### config.mk
export PLATFORM = sky130hd
export DESIGN_NAME = serial_frame_alarm_event_receiver_top_flat
export DESIGN_NICKNAME = d
export VERILOG_FILES = /design/src/hdl/sfaer_pkg.sv /design/src/hdl/sfaer_rx_if.sv /design/src/hdl/sfaer_evt_if.sv /design/src/hdl/sfaer_parser.sv /design/src/hdl/sfaer_alarm_table.sv /design/src/hdl/serial_frame_alarm_event_receiver_top.sv /design/src/flat_wrapper.sv
export SDC_FILE = /design/constraint.sdc
export NUM_CORES = 1
export LEC_CHECK = 0
export BUFFER_PORTS_ARGS = -buffer_cell sky130_fd_sc_hd__buf_2
export CAP_MARGIN = 15
export CORE_MARGIN = 5
export CORE_UTILIZATION = 33
export DETAILED_ROUTE_END_ITERATION = 6
export HOLD_SLACK_MARGIN = 0.05
export SETUP_SLACK_MARGIN = 0.05
export SLEW_MARGIN = 10
export SYNTH_ARGS = -nofsm -noshare
export SYNTH_HDL_FRONTEND = slang
export SYNTH_SLANG_ARGS = --single-unit
### constraint.sdc
create_clock -name clk -period 4.68 [get_ports clk]
set_input_delay 0.468 -clock clk [delete_from_list [all_inputs] [get_ports clk]]
set_output_delay 0.468 -clock clk [all_outputs]
set_load 0.01 [all_outputs]
### src/hdl/sfaer_pkg.sv
// Shared constants, phase codes and types for the serial frame alarm event receiver.
`default_nettype none
package sfaer_pkg;

  localparam int unsigned ALARM_ENTRIES_DEFAULT = 256;

  localparam int unsigned BYTE_W     = 8;
  localparam int unsigned CFG_COUNT  = 2;
  localparam int unsigned CFG_IDX_W  = 1;
  localparam int unsigned CFG_DATA_W = 8;

  localparam logic [CFG_IDX_W-1:0] CFG_START_BYTE = 1'd0;
  localparam logic [CFG_IDX_W-1:0] CFG_MAX_LENGTH = 1'd1;

  localparam logic [BYTE_W-1:0] START_BYTE_RESET = 8'h16;
  localparam logic [BYTE_W-1:0] MAX_LENGTH_RESET = 8'd60;

  localparam logic [BYTE_W-1:0] CMD_RAISE = 8'hF0;
  localparam logic [BYTE_W-1:0] CMD_CLEAR = 8'h00;

  localparam logic EVT_RAISED  = 1'b0;
  localparam logic EVT_CLEARED = 1'b1;

  localparam int unsigned PHASE_W = 3;
  localparam logic [PHASE_W-1:0] PH_IDLE = 3'd0;
  localparam logic [PHASE_W-1:0] PH_DEST = 3'd1;
  localparam logic [PHASE_W-1:0] PH_SRC  = 3'd2;
  localparam logic [PHASE_W-1:0] PH_LEN  = 3'd3;
  localparam logic [PHASE_W-1:0] PH_DATA = 3'd4;
  localparam logic [PHASE_W-1:0] PH_SUM  = 3'd5;

  typedef struct packed {
    logic              go;
    logic              raise;
    logic [BYTE_W-1:0] addr;
  } frame_done_t;

endpackage
`default_nettype wire

### src/hdl/sfaer_rx_if.sv
// Received byte channel.
`default_nettype none
interface sfaer_rx_if;
  logic       valid;
  logic       ready;
  logic [7:0] rx_byte;

  modport source (output valid, output rx_byte, input ready);
  modport sink (input valid, input rx_byte, output ready);
endinterface
`default_nettype wire

### src/hdl/sfaer_evt_if.sv
// Alarm event channel.
`default_nettype none
interface sfaer_evt_if;
  logic       valid;
  logic       ready;
  logic       event_kind;
  logic [7:0] device_address;

  modport source (output valid, output event_kind, output device_address, input ready);
  modport sink (input valid, input event_kind, input device_address, output ready);
endinterface
`default_nettype wire

### src/hdl/sfaer_parser.sv
// Frame parser: phase machine, checksum, length check and configuration registers.
`default_nettype none
module sfaer_parser #(
  parameter int unsigned ALARM_ENTRIES = sfaer_pkg::ALARM_ENTRIES_DEFAULT
) (
  input  wire logic                             clk,
  input  wire logic                             rst,
  input  wire logic                             cfg_wr_en,
  input  wire logic [sfaer_pkg::CFG_IDX_W-1:0]  cfg_index,
  input  wire logic [sfaer_pkg::CFG_DATA_W-1:0] cfg_data,
  sfaer_rx_if.sink                              rx,
  input  wire logic                             slot_free,
  output sfaer_pkg::frame_done_t                done
);
  import sfaer_pkg::*;

  localparam logic [BYTE_W:0] ENTRY_LIMIT = (BYTE_W+1)'(ALARM_ENTRIES);

  logic [BYTE_W-1:0]  start_byte;
  logic [BYTE_W-1:0]  max_length;
  logic [PHASE_W-1:0] phase;
  logic [BYTE_W-1:0]  byte_count;
  logic [BYTE_W-1:0]  running_sum;
  logic [BYTE_W-1:0]  frame_length;
  logic [BYTE_W-1:0]  source_address;
  logic [BYTE_W-1:0]  command_byte;

  logic              accept;
  logic [BYTE_W-1:0] c;
  logic [BYTE_W-1:0] sum_next;
  logic [BYTE_W-1:0] count_next;

  assign rx.ready   = (phase != PH_SUM) || slot_free;
  assign accept     = rx.valid && rx.ready;
  assign c          = rx.rx_byte;
  assign sum_next   = running_sum + c;
  assign count_next = byte_count + 8'd1;

  assign done.go    = accept && (phase == PH_SUM) && (running_sum == c)
                   && ((command_byte == CMD_RAISE) || (command_byte == CMD_CLEAR))
                   && ({1'b0, source_address} < ENTRY_LIMIT);
  assign done.raise = (command_byte == CMD_RAISE);
  assign done.addr  = source_address;

  always_ff @(posedge clk) begin
    if (rst) begin
      start_byte     <= START_BYTE_RESET;
      max_length     <= MAX_LENGTH_RESET;
      phase          <= PH_IDLE;
      byte_count     <= '0;
      running_sum    <= '0;
      frame_length   <= '0;
      source_address <= '0;
      command_byte   <= '0;
    end else begin
      if (cfg_wr_en) begin
        case (cfg_index)
          CFG_START_BYTE: start_byte <= cfg_data;
          CFG_MAX_LENGTH: max_length <= cfg_data;
          default: ;
        endcase
      end
      if (accept) begin
        case (phase)
          PH_DEST: begin
            running_sum <= sum_next;
            phase       <= PH_SRC;
          end
          PH_SRC: begin
            source_address <= c;
            running_sum    <= sum_next;
            phase          <= PH_LEN;
          end
          PH_LEN: begin
            if ((c != 8'd0) && (c <= max_length)) begin
              frame_length <= c;
              running_sum  <= sum_next;
              byte_count   <= '0;
              phase        <= PH_DATA;
            end else begin
              phase <= PH_IDLE;
            end
          end
          PH_DATA: begin
            if (byte_count == 8'd0) begin
              command_byte <= c;
            end
            running_sum <= sum_next;
            byte_count  <= count_next;
            if (count_next == frame_length) begin
              phase <= PH_SUM;
            end
          end
          PH_SUM: begin
            phase <= PH_IDLE;
          end
          default: begin
            if (c == start_byte) begin
              byte_count  <= '0;
              running_sum <= '0;
              phase       <= PH_DEST;
            end else begin
              phase <= PH_IDLE;
            end
          end
        endcase
      end
    end
  end

endmodule
`default_nettype wire

### src/hdl/sfaer_alarm_table.sv
// Alarm flag memory with read-modify-write stage and event output register.
`default_nettype none
module sfaer_alarm_table #(
  parameter int unsigned ALARM_ENTRIES = sfaer_pkg::ALARM_ENTRIES_DEFAULT
) (
  input  wire logic                   clk,
  input  wire logic                   rst,
  input  sfaer_pkg::frame_done_t      done,
  output logic                        slot_free,
  sfaer_evt_if.source                 evt
);
  import sfaer_pkg::*;

  localparam int unsigned AW = (ALARM_ENTRIES > 1) ? $clog2(ALARM_ENTRIES) : 1;

  logic                     mem [ALARM_ENTRIES];
  logic [ALARM_ENTRIES-1:0] written;

  logic [AW-1:0]     rd_idx;
  logic              rd_bit;
  logic              rd_written;
  logic              s2_go;
  logic              s2_raise;
  logic [BYTE_W-1:0] s2_addr;
  logic              flag;
  logic              wr_en;
  logic              out_valid;
  logic              out_kind;
  logic [BYTE_W-1:0] out_addr;

  assign rd_idx    = done.addr[AW-1:0];
  assign flag      = rd_written && rd_bit;
  assign wr_en     = s2_go && (s2_raise != flag);
  assign slot_free = !out_valid || evt.ready;

  assign evt.valid          = out_valid;
  assign evt.event_kind     = out_kind;
  assign evt.device_address = out_addr;

  always_ff @(posedge clk) begin
    if (done.go) begin
      rd_bit     <= mem[rd_idx];
      rd_written <= written[rd_idx];
      s2_raise   <= done.raise;
      s2_addr    <= done.addr;
    end
    if (wr_en) begin
      mem[s2_addr[AW-1:0]] <= s2_raise;
      out_kind             <= s2_raise ? EVT_RAISED : EVT_CLEARED;
      out_addr             <= s2_addr;
    end
  end

  always_ff @(posedge clk) begin
    if (rst) begin
      written   <= '0;
      s2_go     <= 1'b0;
      out_valid <= 1'b0;
    end else begin
      s2_go <= done.go;
      if (wr_en) begin
        written[s2_addr[AW-1:0]] <= 1'b1;
        out_valid                <= 1'b1;
      end else if (evt.ready) begin
        out_valid <= 1'b0;
      end
    end
  end

endmodule
`default_nettype wire

### src/hdl/serial_frame_alarm_event_receiver_top.sv
// Serial frame alarm event receiver, top level.
//
// Channels: rx carries one received serial byte per beat; evt carries one
// alarm event per beat (event_kind 0 raised, 1 cleared, plus the source
// device address). Configuration: cfg_wr_en writes cfg_data to register
// cfg_index (0 start byte, 1 maximum data length) at the clock edge.
// Throughput: one byte per cycle, except while a checksum beat is held off.
// Every byte is taken by the parser phase machine; the alarm flags sit in a
// one-port memory that is read on the checksum byte and written back in the
// following cycle when the flag changes. An event passes the read stage and
// the event output register on its way to evt. Frames are at least six bytes
// long, so read and write of the flag memory never overlap for the same entry.
// Reset (rst, synchronous): the parser waits for the start byte, the
// registers return to 0x16 and 60, and a per-entry written bit marks every
// alarm flag clear at once; no clearing pass is needed.
// Stall: while an event waits on evt, bytes keep flowing; only a checksum
// beat is held off until the event register drains.
`default_nettype none
module serial_frame_alarm_event_receiver_top #(
  parameter int unsigned ALARM_ENTRIES = sfaer_pkg::ALARM_ENTRIES_DEFAULT
) (
  input  wire logic                             clk,
  input  wire logic                             rst,
  input  wire logic                             cfg_wr_en,
  input  wire logic [sfaer_pkg::CFG_IDX_W-1:0]  cfg_index,
  input  wire logic [sfaer_pkg::CFG_DATA_W-1:0] cfg_data,
  sfaer_rx_if.sink                              rx,
  sfaer_evt_if.source                           evt
);
  import sfaer_pkg::*;

  frame_done_t done;
  logic        slot_free;

  sfaer_parser #(
    .ALARM_ENTRIES(ALARM_ENTRIES)
  ) u_parser (
    .clk       (clk),
    .rst       (rst),
    .cfg_wr_en (cfg_wr_en),
    .cfg_index (cfg_index),
    .cfg_data  (cfg_data),
    .rx        (rx),
    .slot_free (slot_free),
    .done      (done)
  );

  sfaer_alarm_table #(
    .ALARM_ENTRIES(ALARM_ENTRIES)
  ) u_table (
    .clk       (clk),
    .rst       (rst),
    .done      (done),
    .slot_free (slot_free),
    .evt       (evt)
  );

endmodule
`default_nettype wire

### src/flat_wrapper.sv
// flat-port wrapper written by rule: the top's interface ports become plain ports
module serial_frame_alarm_event_receiver_top_flat import sfaer_pkg::*;
#(
  parameter int unsigned ALARM_ENTRIES = sfaer_pkg::ALARM_ENTRIES_DEFAULT
)
  (clk, rst, cfg_wr_en, cfg_index, cfg_data, rx_valid, rx_rx_byte, rx_ready, evt_valid, evt_event_kind, evt_device_address, evt_ready);
  sfaer_rx_if rx_i ();
  sfaer_evt_if evt_i ();
  input  wire logic clk;
  input  wire logic rst;
  input  wire logic cfg_wr_en;
  input  wire logic [sfaer_pkg::CFG_IDX_W-1:0] cfg_index;
  input  wire logic [sfaer_pkg::CFG_DATA_W-1:0] cfg_data;
  input wire logic [$bits(rx_i.valid)-1:0] rx_valid;
  input wire logic [$bits(rx_i.rx_byte)-1:0] rx_rx_byte;
  output wire logic [$bits(rx_i.ready)-1:0] rx_ready;
  output wire logic [$bits(evt_i.valid)-1:0] evt_valid;
  output wire logic [$bits(evt_i.event_kind)-1:0] evt_event_kind;
  output wire logic [$bits(evt_i.device_address)-1:0] evt_device_address;
  input wire logic [$bits(evt_i.ready)-1:0] evt_ready;
  assign rx_i.valid = rx_valid;
  assign rx_i.rx_byte = rx_rx_byte;
  assign rx_ready = rx_i.ready;
  assign evt_valid = evt_i.valid;
  assign evt_event_kind = evt_i.event_kind;
  assign evt_device_address = evt_i.device_address;
  assign evt_i.ready = evt_ready;
  serial_frame_alarm_event_receiver_top #(.ALARM_ENTRIES(ALARM_ENTRIES)) u_core (.clk(clk), .rst(rst), .cfg_wr_en(cfg_wr_en), .cfg_index(cfg_index), .cfg_data(cfg_data), .rx(rx_i), .evt(evt_i));
endmodule
After elaboration in Yosys (flattened, before gate mapping)
Memories as Yosys holds them, arrays and structs flattened. A register that Yosys moved wholly into a read port is not among the register bits.
Index checks and enable logic that the tools add are counted.
Widths: inputs -> output; s select.
Word-level totals
  input bits: 22
  RAM bits: 256
  memories kept: 1
  output and inout bits: 11
  bits in registers: 336
  logic and storage cells: 86
Operators by class
  multiplexer cells: 18
  order comparisons: 4
  $add $sub $neg: 2
  eq/ne operators: 13
  bitwise logic cells: 4
  reduce and logical (&&, ||, !) cells: 28
Memory list
  u_core.u_table.mem: depth 256, bits a word 1, read ports 1, clocked after Yosys merged registers in 1, write ports 1, line sfaer_alarm_table.sv:16  | logic mem [ALARM_ENTRIES];
Operators with widths (number)
  $or 256x256->256: 1
  $pmux 8 s3: 2
  $eq 8x8->1: 3
  $mux 8: 3
  $lt 8x9->1 const B: 2
  $logic_not 8->1: 2
  $pmux 3 s5: 1
  $add 8x1->8 const B: 1
  $add 8x8->8: 1
  $bmux 1 s8: 1
  $demux 1 s8: 1
  $eq 8x8->1 const B: 1
  $ge 8x1->1 const B: 1
  $le 8x8->1: 1
  $logic_and 1x1->1: 8
  $mux 1: 8
  $reduce_and 2->1: 4
  $reduce_and 4->1: 2
  $reduce_bool 8->1: 1
  $eq 3x2->1 const B: 2
  $eq 3x3->1 const B: 2
  $mux 3: 2
  $reduce_and 3->1: 2
  $reduce_bool 3->1: 2
  other kinds (9): 15

Depth between registers and ports, before layout
Gate-level depths: netlist of run 1.
  depth after elaboration: 7
  mapped depth: 10
  gate-level depth less buffers: 9

Hierarchy
A second synthesis of run 1 with hierarchy kept.
Second synthesis, totals
  cell total of the unflattened synthesis: 2323
  area, all modules: 25167.9 µm²
By module, submodules not included
  sfaer_alarm_table: times used 1, area an instance 21954.8 µm², sequential area each 13452.9 µm², cells each 1936
  sfaer_parser: times used 1, area an instance 3213.1 µm², sequential area each 1181.1 µm², cells each 387

Worst setup path after synthesis of run 1
Ideal clock, no wire load.
  path type: reg-to-reg
  start point: register u_core.u_table.s2_raise
  end point: memory u_core.u_table.mem[247] (enable)
  slack: -0.389 ns
  stages on the path, launching flop included: 9
  setup time: 0.300 ns
  data arrival time: 4.769 ns
  path through: edfxtp_1 > xnor2_1 > nand2_1 > inv_2 > nand3_1 > or2_2 > clkbuf_1 > clkbuf_1 > nor2_1
Between the ends
  longest elaborated chain between the ends: 4
RTL lines
  start, declared: line sfaer_alarm_table.sv:23  | logic s2_raise;
  start signal, assigned: line sfaer_alarm_table.sv:44  | s2_raise <= done.raise;
  $ne 1x1->1: line sfaer_alarm_table.sv:33  | assign wr_en = s2_go && (s2_raise != flag);
  $logic_and 1x1->1: line sfaer_alarm_table.sv:33
  via u_core.u_table.wr_en: line sfaer_alarm_table.sv:26  | logic wr_en;
  $mux 1: line sfaer_alarm_table.sv:47  | if (wr_en) begin
  $mux 1 (implied by the code): line sfaer_alarm_table.sv:48  | mem[s2_addr[AW-1:0]] <= s2_raise;
  end, declared: line sfaer_alarm_table.sv:16
The timed path passes the listed nets, and every way through them passes these cells.

Worst setup path after layout of run 1
  start point: register u_core.u_parser.source_address[0]
  end point: register u_core.u_table.rd_written (data pin)
Between the ends
  longest elaborated chain between the ends: 2
RTL lines
  start, declared: line sfaer_parser.sv:25  | logic [BYTE_W-1:0] source_address;
  start signal, assigned: line sfaer_parser.sv:53  | source_address <= '0;
  start signal, assigned: line sfaer_parser.sv:70  | source_address <= c;
  $bmux 1 s8: line sfaer_alarm_table.sv:43  | rd_written <= written[rd_idx];
  $mux 1 (implied by the code): line sfaer_alarm_table.sv:43
  end signal, assigned: line sfaer_alarm_table.sv:43
  end, declared: line sfaer_alarm_table.sv:21  | logic rd_written;
Every way passes these cells. The select of a mux whose other input is x is not followed.
A chain may end at the register's enable or synchronous reset.

==> results.json, run 1 <==
{
  "outcome": "finished, final reports clean",
  "groute.usage.overall_pct": 15.8,
  "hold-path-endpoint": "u_core.u_parser.start_byte[2]$_SDFFE_PP1P_",
  "clk_transition_reported_paths_ns": 0.06,
  "peak_supply_drop_mv": 0.290,
  "cts_resized": 0,
  "die_boundary_height_um": 285,
  "grt_pass1_wl_um": 102000,
  "worst_clock_skew_ns": 0.0413,
  "finalHoldViolCount": 0,
  "routed_via_density": 5.40,
  "ys.flop_type": "sky130_fd_sc_hd__dfxtp_1",
  "syn_area_per_cell_sq_um": 10.9,
  "insertedDiodeCount": 0,
  "seq_area_frac_synth_pct": 58.8,
  "layout_worst_path_cycle_share_pct": 64.4,
  "routed_wire_length_um": 65900,
  "remaining_routing_drc_violations": 0,
  "synth.net_count": 2322,
  "worst_ep_arrival_time_ns": 3.40,
  "cts-htree-levels": 2,
  "numCtsBuffers": 61,
  "layout-drive-gt1-share_pct": 13.7,
  "postSynthCellCount": 2282,
  "synth_async_sr_flop_share_pct": 0,
  "grt_start_max_net_pins": 175,
  "core_area_sq_um": 74600,
  "worstSkewPairLatency_ns": 0.65,
  "post_layout_nonfiller_instances": 3269,
  "number_of_placement_rows": 100,
  "worst_setup_path_start_kind": "register",
  "timing_worst_setup_path_type": "register to register",
  "synth-edff-count": 276,
  "worstMarginPinSlew_ns": 1.13,
  "reg2reg_slack_ns": 1.66,
  "dp_slack_ns": 1.60,
  "vias": 17700,
  "dp.cells": 3152,
  "timing.final.setup_violations": 0,
  "place_area_sq_um": 26000,
  "initial_utilization_pct": 33.3,
  "timing.final.max_slew_violations": 0,
  "static-leakage-power_uw": 0.00864,
  "drv_cap": 0,
  "timing.reg2reg.worst_path_depth": 7,
  "postCtsHoldBufs": 0,
  "yosysWarnings": 0,
  "globalplace.congestion": 0.846,
  "maxClockFrequency_mhz": 332,
  "final_antenna_net_count": 0,
  "post-route-cell-area_sq_um": 28100,
  "first_global_vias": 17500,
  "cts.path.max_buffers": 3,
  "overall_die_area_sq_um": 80900,
  "grt_antenna_before_repair": 0,
  "timing.slew.headroom_pct": 24.2,
  "synth_area_sq_um": 24900,
  "power.density_cell_area_nw_per_um2": 373,
  "buffer_count_from_post_cts_setup_fixing": 0,
  "drtPass1Iterations": 5,
  "timing.hold.worst_path_depth": 3,
  "synth.distinct_cells": 67,
  "port-buffer-count": 32,
  "min-delay-path-class": "input port to register",
  "setup.worst_path.end_class": "register",
  "rsz0062_at_grt": "false",
  "required_ns": 5.06,
  "timing.final.crit_period_ns": 3.02,
  "clock_sinks": 593,
  "pin_count": 33,
  "tritoncts": "yes",
  "multi_input_comb_area_sq_um": 9590,
  "timing.rr.start": "u_core.u_parser.source_address[0]$_SDFFE_PP0P_",
  "filler_cell_count": 7164,
  "dp_hpwl_um": 40500,
  "number_of_nets_in_the_finished_design": 2289,
  "worstReg2RegEnd": "u_core.u_table.rd_written$_DFFE_PP_",
  "detailedRoute.firstIterationViolations": 1649,
  "footprint_of_the_flip_flops_and_latches_sq_um": 14600,
  "setup-tns-final_ns": 0,
  "smallest_setup_slack_after_layout_ns": 1.66,
  "min_hold_slack_ns": 0.0973,
  "floorplan.die.width_um": 285,
  "ys_ff_latch": 593,
  "holdCritStartpoint": "cfg_data[2]",
  "syn2layout_area_growth_pct": 13.1,
  "grt_overflow_total": 0,
  "clock-root-buffer": "sky130_fd_sc_hd__clkbuf_16",
  "drt-wirelength-per-cell_um": 20.2,
  "critical_path_peak_fanout": 31
}
[cell families after synthesis]
| logic type | Yosys count | synth area share, % |
|---|---|---|
| buffers and inverters | 187 | 3.22 |
| xor gates and xnor gates | 27 | 0.981 |
| and+or+nand+nor | 848 | 14.4 |
| AOI/OAI and AO/OA | 413 | 9.72 |
| DFF | 593 | 58.8 |
| muxes | 195 | 11.9 |
| adders and majority gates | 19 | 0.976 |
[metal layers]
metal / vias up / GRT usage, % / share of wire (%)
met5: - / 0 / 0
met4: 0 / 5.68 / 3.2
met3: 142 / 2.98 / 7.3
met2: 619 / 25.4 / 47
met1: 8835 / 21.4 / 42
li1: 8057 / - / -
[placed cells by master, fill, tap and decap left out, types with 15 or more instances in the layout]
| cell | netlist | routed |
|---|---|---|
| sky130_fd_sc_hd__buf_2 | 22 | 31 |
| sky130_fd_sc_hd__ha_1 | 17 | 17 |
| sky130_fd_sc_hd__nand2_1 | 77 | 76 |
| sky130_fd_sc_hd__mux4_2 | 80 | 80 |
| sky130_fd_sc_hd__nand4_1 | 15 | 15 |
| sky130_fd_sc_hd__o22ai_1 | 49 | 49 |
| sky130_fd_sc_hd__clkbuf_16 | 0 | 64 |
| sky130_fd_sc_hd__xnor2_1 | 21 | 21 |
| sky130_fd_sc_hd__a21oi_1 | 254 | 250 |
| sky130_fd_sc_hd__edfxtp_1 | 276 | 276 |
| sky130_fd_sc_hd__nand2b_1 | 40 | 40 |
| sky130_fd_sc_hd__nand3_1 | 23 | 21 |
| sky130_fd_sc_hd__mux2i_1 | 113 | 113 |
| sky130_fd_sc_hd__nor4_1 | 19 | 18 |
| sky130_fd_sc_hd__nor2_1 | 608 | 585 |
| sky130_fd_sc_hd__inv_1 | 16 | 16 |
| sky130_fd_sc_hd__buf_4 | 9 | 38 |
| sky130_fd_sc_hd__nor2_2 | 3 | 25 |
| sky130_fd_sc_hd__dfxtp_1 | 317 | 315 |
| sky130_fd_sc_hd__a22oi_1 | 19 | 19 |
[worst max-delay path: stages (launching register included)]
cell and delay (ns):
sky130_fd_sc_hd__dfxtp_4 0.80, sky130_fd_sc_hd__buf_4 0.47, sky130_fd_sc_hd__mux4_2 0.55, sky130_fd_sc_hd__mux2_2 0.29, sky130_fd_sc_hd__a22oi_1 0.18, sky130_fd_sc_hd__a22oi_1 0.10, sky130_fd_sc_hd__nand3_1 0.23, sky130_fd_sc_hd__a32oi_1 0.13
[worst max-delay path by stage]
stage	start	endpoint	slack, ns	depth (start not counted)
final	u_core.u_parser.source_address[0]$_SDFFE_PP0P_	u_core.u_table.rd_written$_DFFE_PP_	1.66	7
after global routing	u_core.u_parser.source_address[0]$_SDFFE_PP0P_	u_core.u_table.rd_written$_DFFE_PP_	1.43	7
after CTS	u_core.u_parser.source_address[0]$_SDFFE_PP0P_	u_core.u_table.rd_written$_DFFE_PP_	1.62	7
after detailed placement	u_core.u_parser.source_address[0]$_SDFFE_PP0P_	u_core.u_table.rd_written$_DFFE_PP_	1.60	7
after global placement	u_core.u_parser.source_address[0]$_SDFFE_PP0P_	u_core.u_table.rd_written$_DFFE_PP_	1.64	7
after floorplan	u_core.u_table.s2_raise$_DFFE_PP_	u_core.u_table.mem[247]$_DFFE_PP_	-0.23	8
[registers in the layout (all words and copies together), names as in the netlist]
signal,count
u_core.u_parser.source_address,8
u_core.u_table.evt.device_address,8
u_core.u_parser.start_byte,8
u_core.u_table.rd_written,1
u_core.u_table.rd_bit,1
u_core.u_table.s2_go,1
u_core.u_parser.phase,3
u_core.u_table.s2_raise,1
u_core.u_parser.command_byte,8
u_core.u_table.evt.valid,1
u_core.u_parser.running_sum,8
u_core.u_parser.byte_count,8
u_core.u_table.evt.event_kind,1
u_core.u_table.s2_addr,8
u_core.u_parser.max_length,8
u_core.u_table.mem,256
u_core.u_parser.frame_length,8
u_core.u_table.written,256
[cells in the mapped netlist (6+ instances only)]
cell | instances | share of area [%]
sky130_fd_sc_hd__a211oi_1 | 7 | 0.21
sky130_fd_sc_hd__a21oi_1 | 254 | 5.1
sky130_fd_sc_hd__a22o_1 | 13 | 0.46
sky130_fd_sc_hd__a22oi_1 | 19 | 0.57
sky130_fd_sc_hd__a311oi_1 | 6 | 0.21
sky130_fd_sc_hd__and3_1 | 7 | 0.18
sky130_fd_sc_hd__buf_2 | 22 | 0.44
sky130_fd_sc_hd__buf_4 | 9 | 0.27
sky130_fd_sc_hd__clkbuf_1 | 131 | 2.0
sky130_fd_sc_hd__dfxtp_1 | 317 | 26
sky130_fd_sc_hd__edfxtp_1 | 276 | 33
sky130_fd_sc_hd__ha_1 | 17 | 0.86
sky130_fd_sc_hd__inv_1 | 16 | 0.24
sky130_fd_sc_hd__mux2i_1 | 113 | 4.5
sky130_fd_sc_hd__mux4_2 | 80 | 7.2
sky130_fd_sc_hd__nand2_1 | 77 | 1.2
sky130_fd_sc_hd__nand2b_1 | 40 | 1.0
sky130_fd_sc_hd__nand3_1 | 23 | 0.46
sky130_fd_sc_hd__nand3b_1 | 6 | 0.18
sky130_fd_sc_hd__nand4_1 | 15 | 0.38
sky130_fd_sc_hd__nor2_1 | 608 | 9.2
sky130_fd_sc_hd__nor2b_1 | 13 | 0.33
sky130_fd_sc_hd__nor3_1 | 19 | 0.38
sky130_fd_sc_hd__nor4_1 | 19 | 0.48
sky130_fd_sc_hd__o211ai_1 | 8 | 0.24
sky130_fd_sc_hd__o21ai_0 | 14 | 0.28
sky130_fd_sc_hd__o22ai_1 | 49 | 1.2
sky130_fd_sc_hd__xnor2_1 | 21 | 0.74
[area by class of cell]
cell class	count	area share, %
Sequential cell	593	52.1
Clock inverter	29	0.916
Timing Repair Buffer	74	1.90
Clock buffer	85	6.47
Inverter	17	0.245
Multi-Input combinational cell	1502	34.1
Tap cell	969	4.31
[metrics by stage]
| stage | total power (uW) | utilization (%) |
|---|---|---|
| 4_1_cts | 10600 | 37.7 |
| 2_1_floorplan | 5620 | - |
| 6_report | 10500 | 37.7 |
| 3_3_place_gp | 5660 | 34.9 |
| 3_5_place_dp | 5670 | 34.9 |
| 5_1_grt | 10800 | 37.7 |
[report_power, final]
part / total [uW] / switching, uW / internal, uW
Combinational: 162 / 111 / 50.7
Sequential: 5400 / 10.4 / 5390
Clock: 4930 / 2050 / 2880
Total: 10500 / 2170 / 8320
No activity file was read; power rests on OpenSTA's default activity.
==> run 2, diff against run 1 <==
Clock period 4.68 ns to 2.57 ns, I/O delays scaled along.
==> run 2 against run 1 <==
- hold slack got worse by 0.014 ns
- core utilization increased by 1.4 points
- cell area increased by 3.7%
- clock skew decreased by 0.0094 ns
- global-route usage increased by 0.28 points
- die area unchanged
- clock-buffer cell count decreased by 2
- power increased by 84%
- fmax increased by 23%
- register-to-register slack got worse by 1.6 ns
- highest routed layer unchanged
==> results.json, run 2 (synthesis gave the netlist of run 1 again) <==
{
  "drv_cap": 0,
  "initial_utilization_pct": 33.3,
  "timing.final.max_slew_violations": 0,
  "grt_util_met2_pct": 26.7,
  "buffer_count_from_post_cts_setup_fixing": 0,
  "dp_hpwl_um": 42800,
  "pin_count": 33,
  "min-delay-path-class": "input port to register",
  "clk_transition_reported_paths_ns": 0.06,
  "timing.final.crit_period_ns": 2.46,
  "static-leakage-power_uw": 0.00918,
  "layout_worst_path_cycle_share_pct": 95.8,
  "setup.worst_path.end_class": "register",
  "worstSkewPairLatency_ns": 0.64,
  "worst_ep_arrival_time_ns": 2.82,
  "grt_antenna_before_repair": 0,
  "insertedDiodeCount": 0,
  "top_usage_layer": "met2",
  "first_global_vias": 18200,
  "dp_slack_ns": 0.0588,
  "timing.final.setup_violations": 0,
  "floorplan.die.width_um": 285,
  "clock-root-buffer": "sky130_fd_sc_hd__clkbuf_16",
  "power.density_cell_area_nw_per_um2": 660,
  "post-route-cell-area_sq_um": 29200,
  "cts.path.max_buffers": 3,
  "layout-drive-gt1-share_pct": 16.8,
  "outcome": "finished, final reports clean",
  "number_of_nets_in_the_finished_design": 2398,
  "drtPass1Iterations": 5,
  "detailedRoute.firstIterationViolations": 1617,
  "cts-htree-levels": 2,
  "worstMarginPinSlew_ns": 1.08,
  "groute.layer.met3.usage_pct": 2.29,
  "routed_via_density": 5.34,
  "overall_die_area_sq_um": 80900,
  "grt_overflow_total": 0,
  "critical_path_peak_fanout": 45,
  "tritoncts": "yes",
  "maxClockFrequency_mhz": 406,
  "finish.utilization_pct": 39.1,
  "worst_setup_path_start_kind": "register",
  "layout.cells.most_common_list": "sky130_fd_sc_hd__nor2_1, sky130_fd_sc_hd__dfxtp_1, sky130_fd_sc_hd__edfxtp_1",
  "routed_wire_length_um": 66900,
  "drt-wirelength-per-cell_um": 19.8,
  "remaining_routing_drc_violations": 0,
  "post_layout_nonfiller_instances": 3375,
  "smallest_setup_slack_after_layout_ns": 0.109,
  "numCtsBuffers": 60,
  "die_boundary_height_um": 285,
  "core_area_sq_um": 74600,
  "peak_supply_drop_mv": 0.539,
  "globalplace.congestion": 0.864,
  "place_area_sq_um": 26900,
  "dp.cells": 3246,
  "use_met1_pct": 21.5,
  "timing_worst_setup_path_type": "register to register",
  "required_ns": 2.93,
  "timing.slew.headroom_pct": 28.2,
  "clock_sinks": 593,
  "vias": 18000,
  "port-buffer-count": 32,
  "mostFrequentLayoutCell": "sky130_fd_sc_hd__nor2_1",
  "finalHoldViolCount": 0,
  "number_of_placement_rows": 100,
  "final_antenna_net_count": 0,
  "groute.usage.overall_pct": 16.1,
  "grt_pass1_wl_um": 105000,
  "worst_clock_skew_ns": 0.0319,
  "rsz0062_at_grt": "true",
  "grt_start_max_net_pins": 258,
  "syn2layout_area_growth_pct": 17.3
}
run 2: cell types whose count changed in the layout (fill, tap and decap cells not counted), moves of 5 or more:
cell                            previous run  this run
sky130_fd_sc_hd__clkbuf_8                 14         9
sky130_fd_sc_hd__clkbuf_1                  7        12
sky130_fd_sc_hd__dlygate4sd3_1             0        19
sky130_fd_sc_hd__buf_4                    38       116
sky130_fd_sc_hd__buf_12                    2        14
run 2: through the flow:
step	hold slack (ns)	TNS, ns	power [uW]
after CTS	0.0561	0	19400
after global placement	0.442	0	10300
after detailed placement	0.449	0	10300
after global routing	0.0953	-0.00602	19900
final	0.0838	0	19300
after floorplan	0.378	-1527.85	10200
run 2: layout make-up:
cell class | count | area (sq um)
clock inverter | 27 | 342
clock buffer | 83 | 1720
tap | 969 | 1210
timing repair buffer | 184 | 1580
fill | 7122 | 45400
multi-input combinational | 1502 | 9610
inverter | 17 | 68.8
sequential | 593 | 14600
run 2: final timing paths:
kind	from	to	slack (ns)	depth (start not counted)
worst min register to register	u_core.u_parser.max_length[5]$_SDFFE_PP1P_	u_core.u_parser.max_length[5]$_SDFFE_PP1P_	0.46	1
worst max register to register	u_core.u_parser.source_address[0]$_SDFFE_PP0P_	u_core.u_table.rd_written$_DFFE_PP_	0.11	7
worst max-delay path	u_core.u_parser.source_address[0]$_SDFFE_PP0P_	u_core.u_table.rd_written$_DFFE_PP_	0.11	7
worst min-delay path	rx_rx_byte[5]	u_core.u_parser.source_address[5]$_SDFFE_PP0P_	0.08	4
run 2: layer usage:
metal	share of wire, %	vias to the layer above
li1	-	8290
met1	43	8989
met2	48	580
met3	6.0	150
met4	3.0	0
met5	0	-
run 2: critical path, stage by stage, from the launching register on:
cell	delay (ns)
sky130_fd_sc_hd__dfxtp_4	0.41
sky130_fd_sc_hd__buf_16	0.32
sky130_fd_sc_hd__mux4_2	0.56
sky130_fd_sc_hd__a22o_1	0.26
sky130_fd_sc_hd__nor4_1	0.24
sky130_fd_sc_hd__a21oi_1	0.07
sky130_fd_sc_hd__a31oi_1	0.23
sky130_fd_sc_hd__a32oi_1	0.08
run 2: report_power, final:
group	switching [uW]	internal, uW	total, uW
Clock	3720	5380	9090
Combinational	215	132	347
Sequential	19.2	9810	9830
run 2: repair_timing:
action,4_1_cts,5_1_grt
resized for setup,0,7
hold buffers,19,0
endpoints found under the hold margin,29,0
setup endpoints to repair,0,7
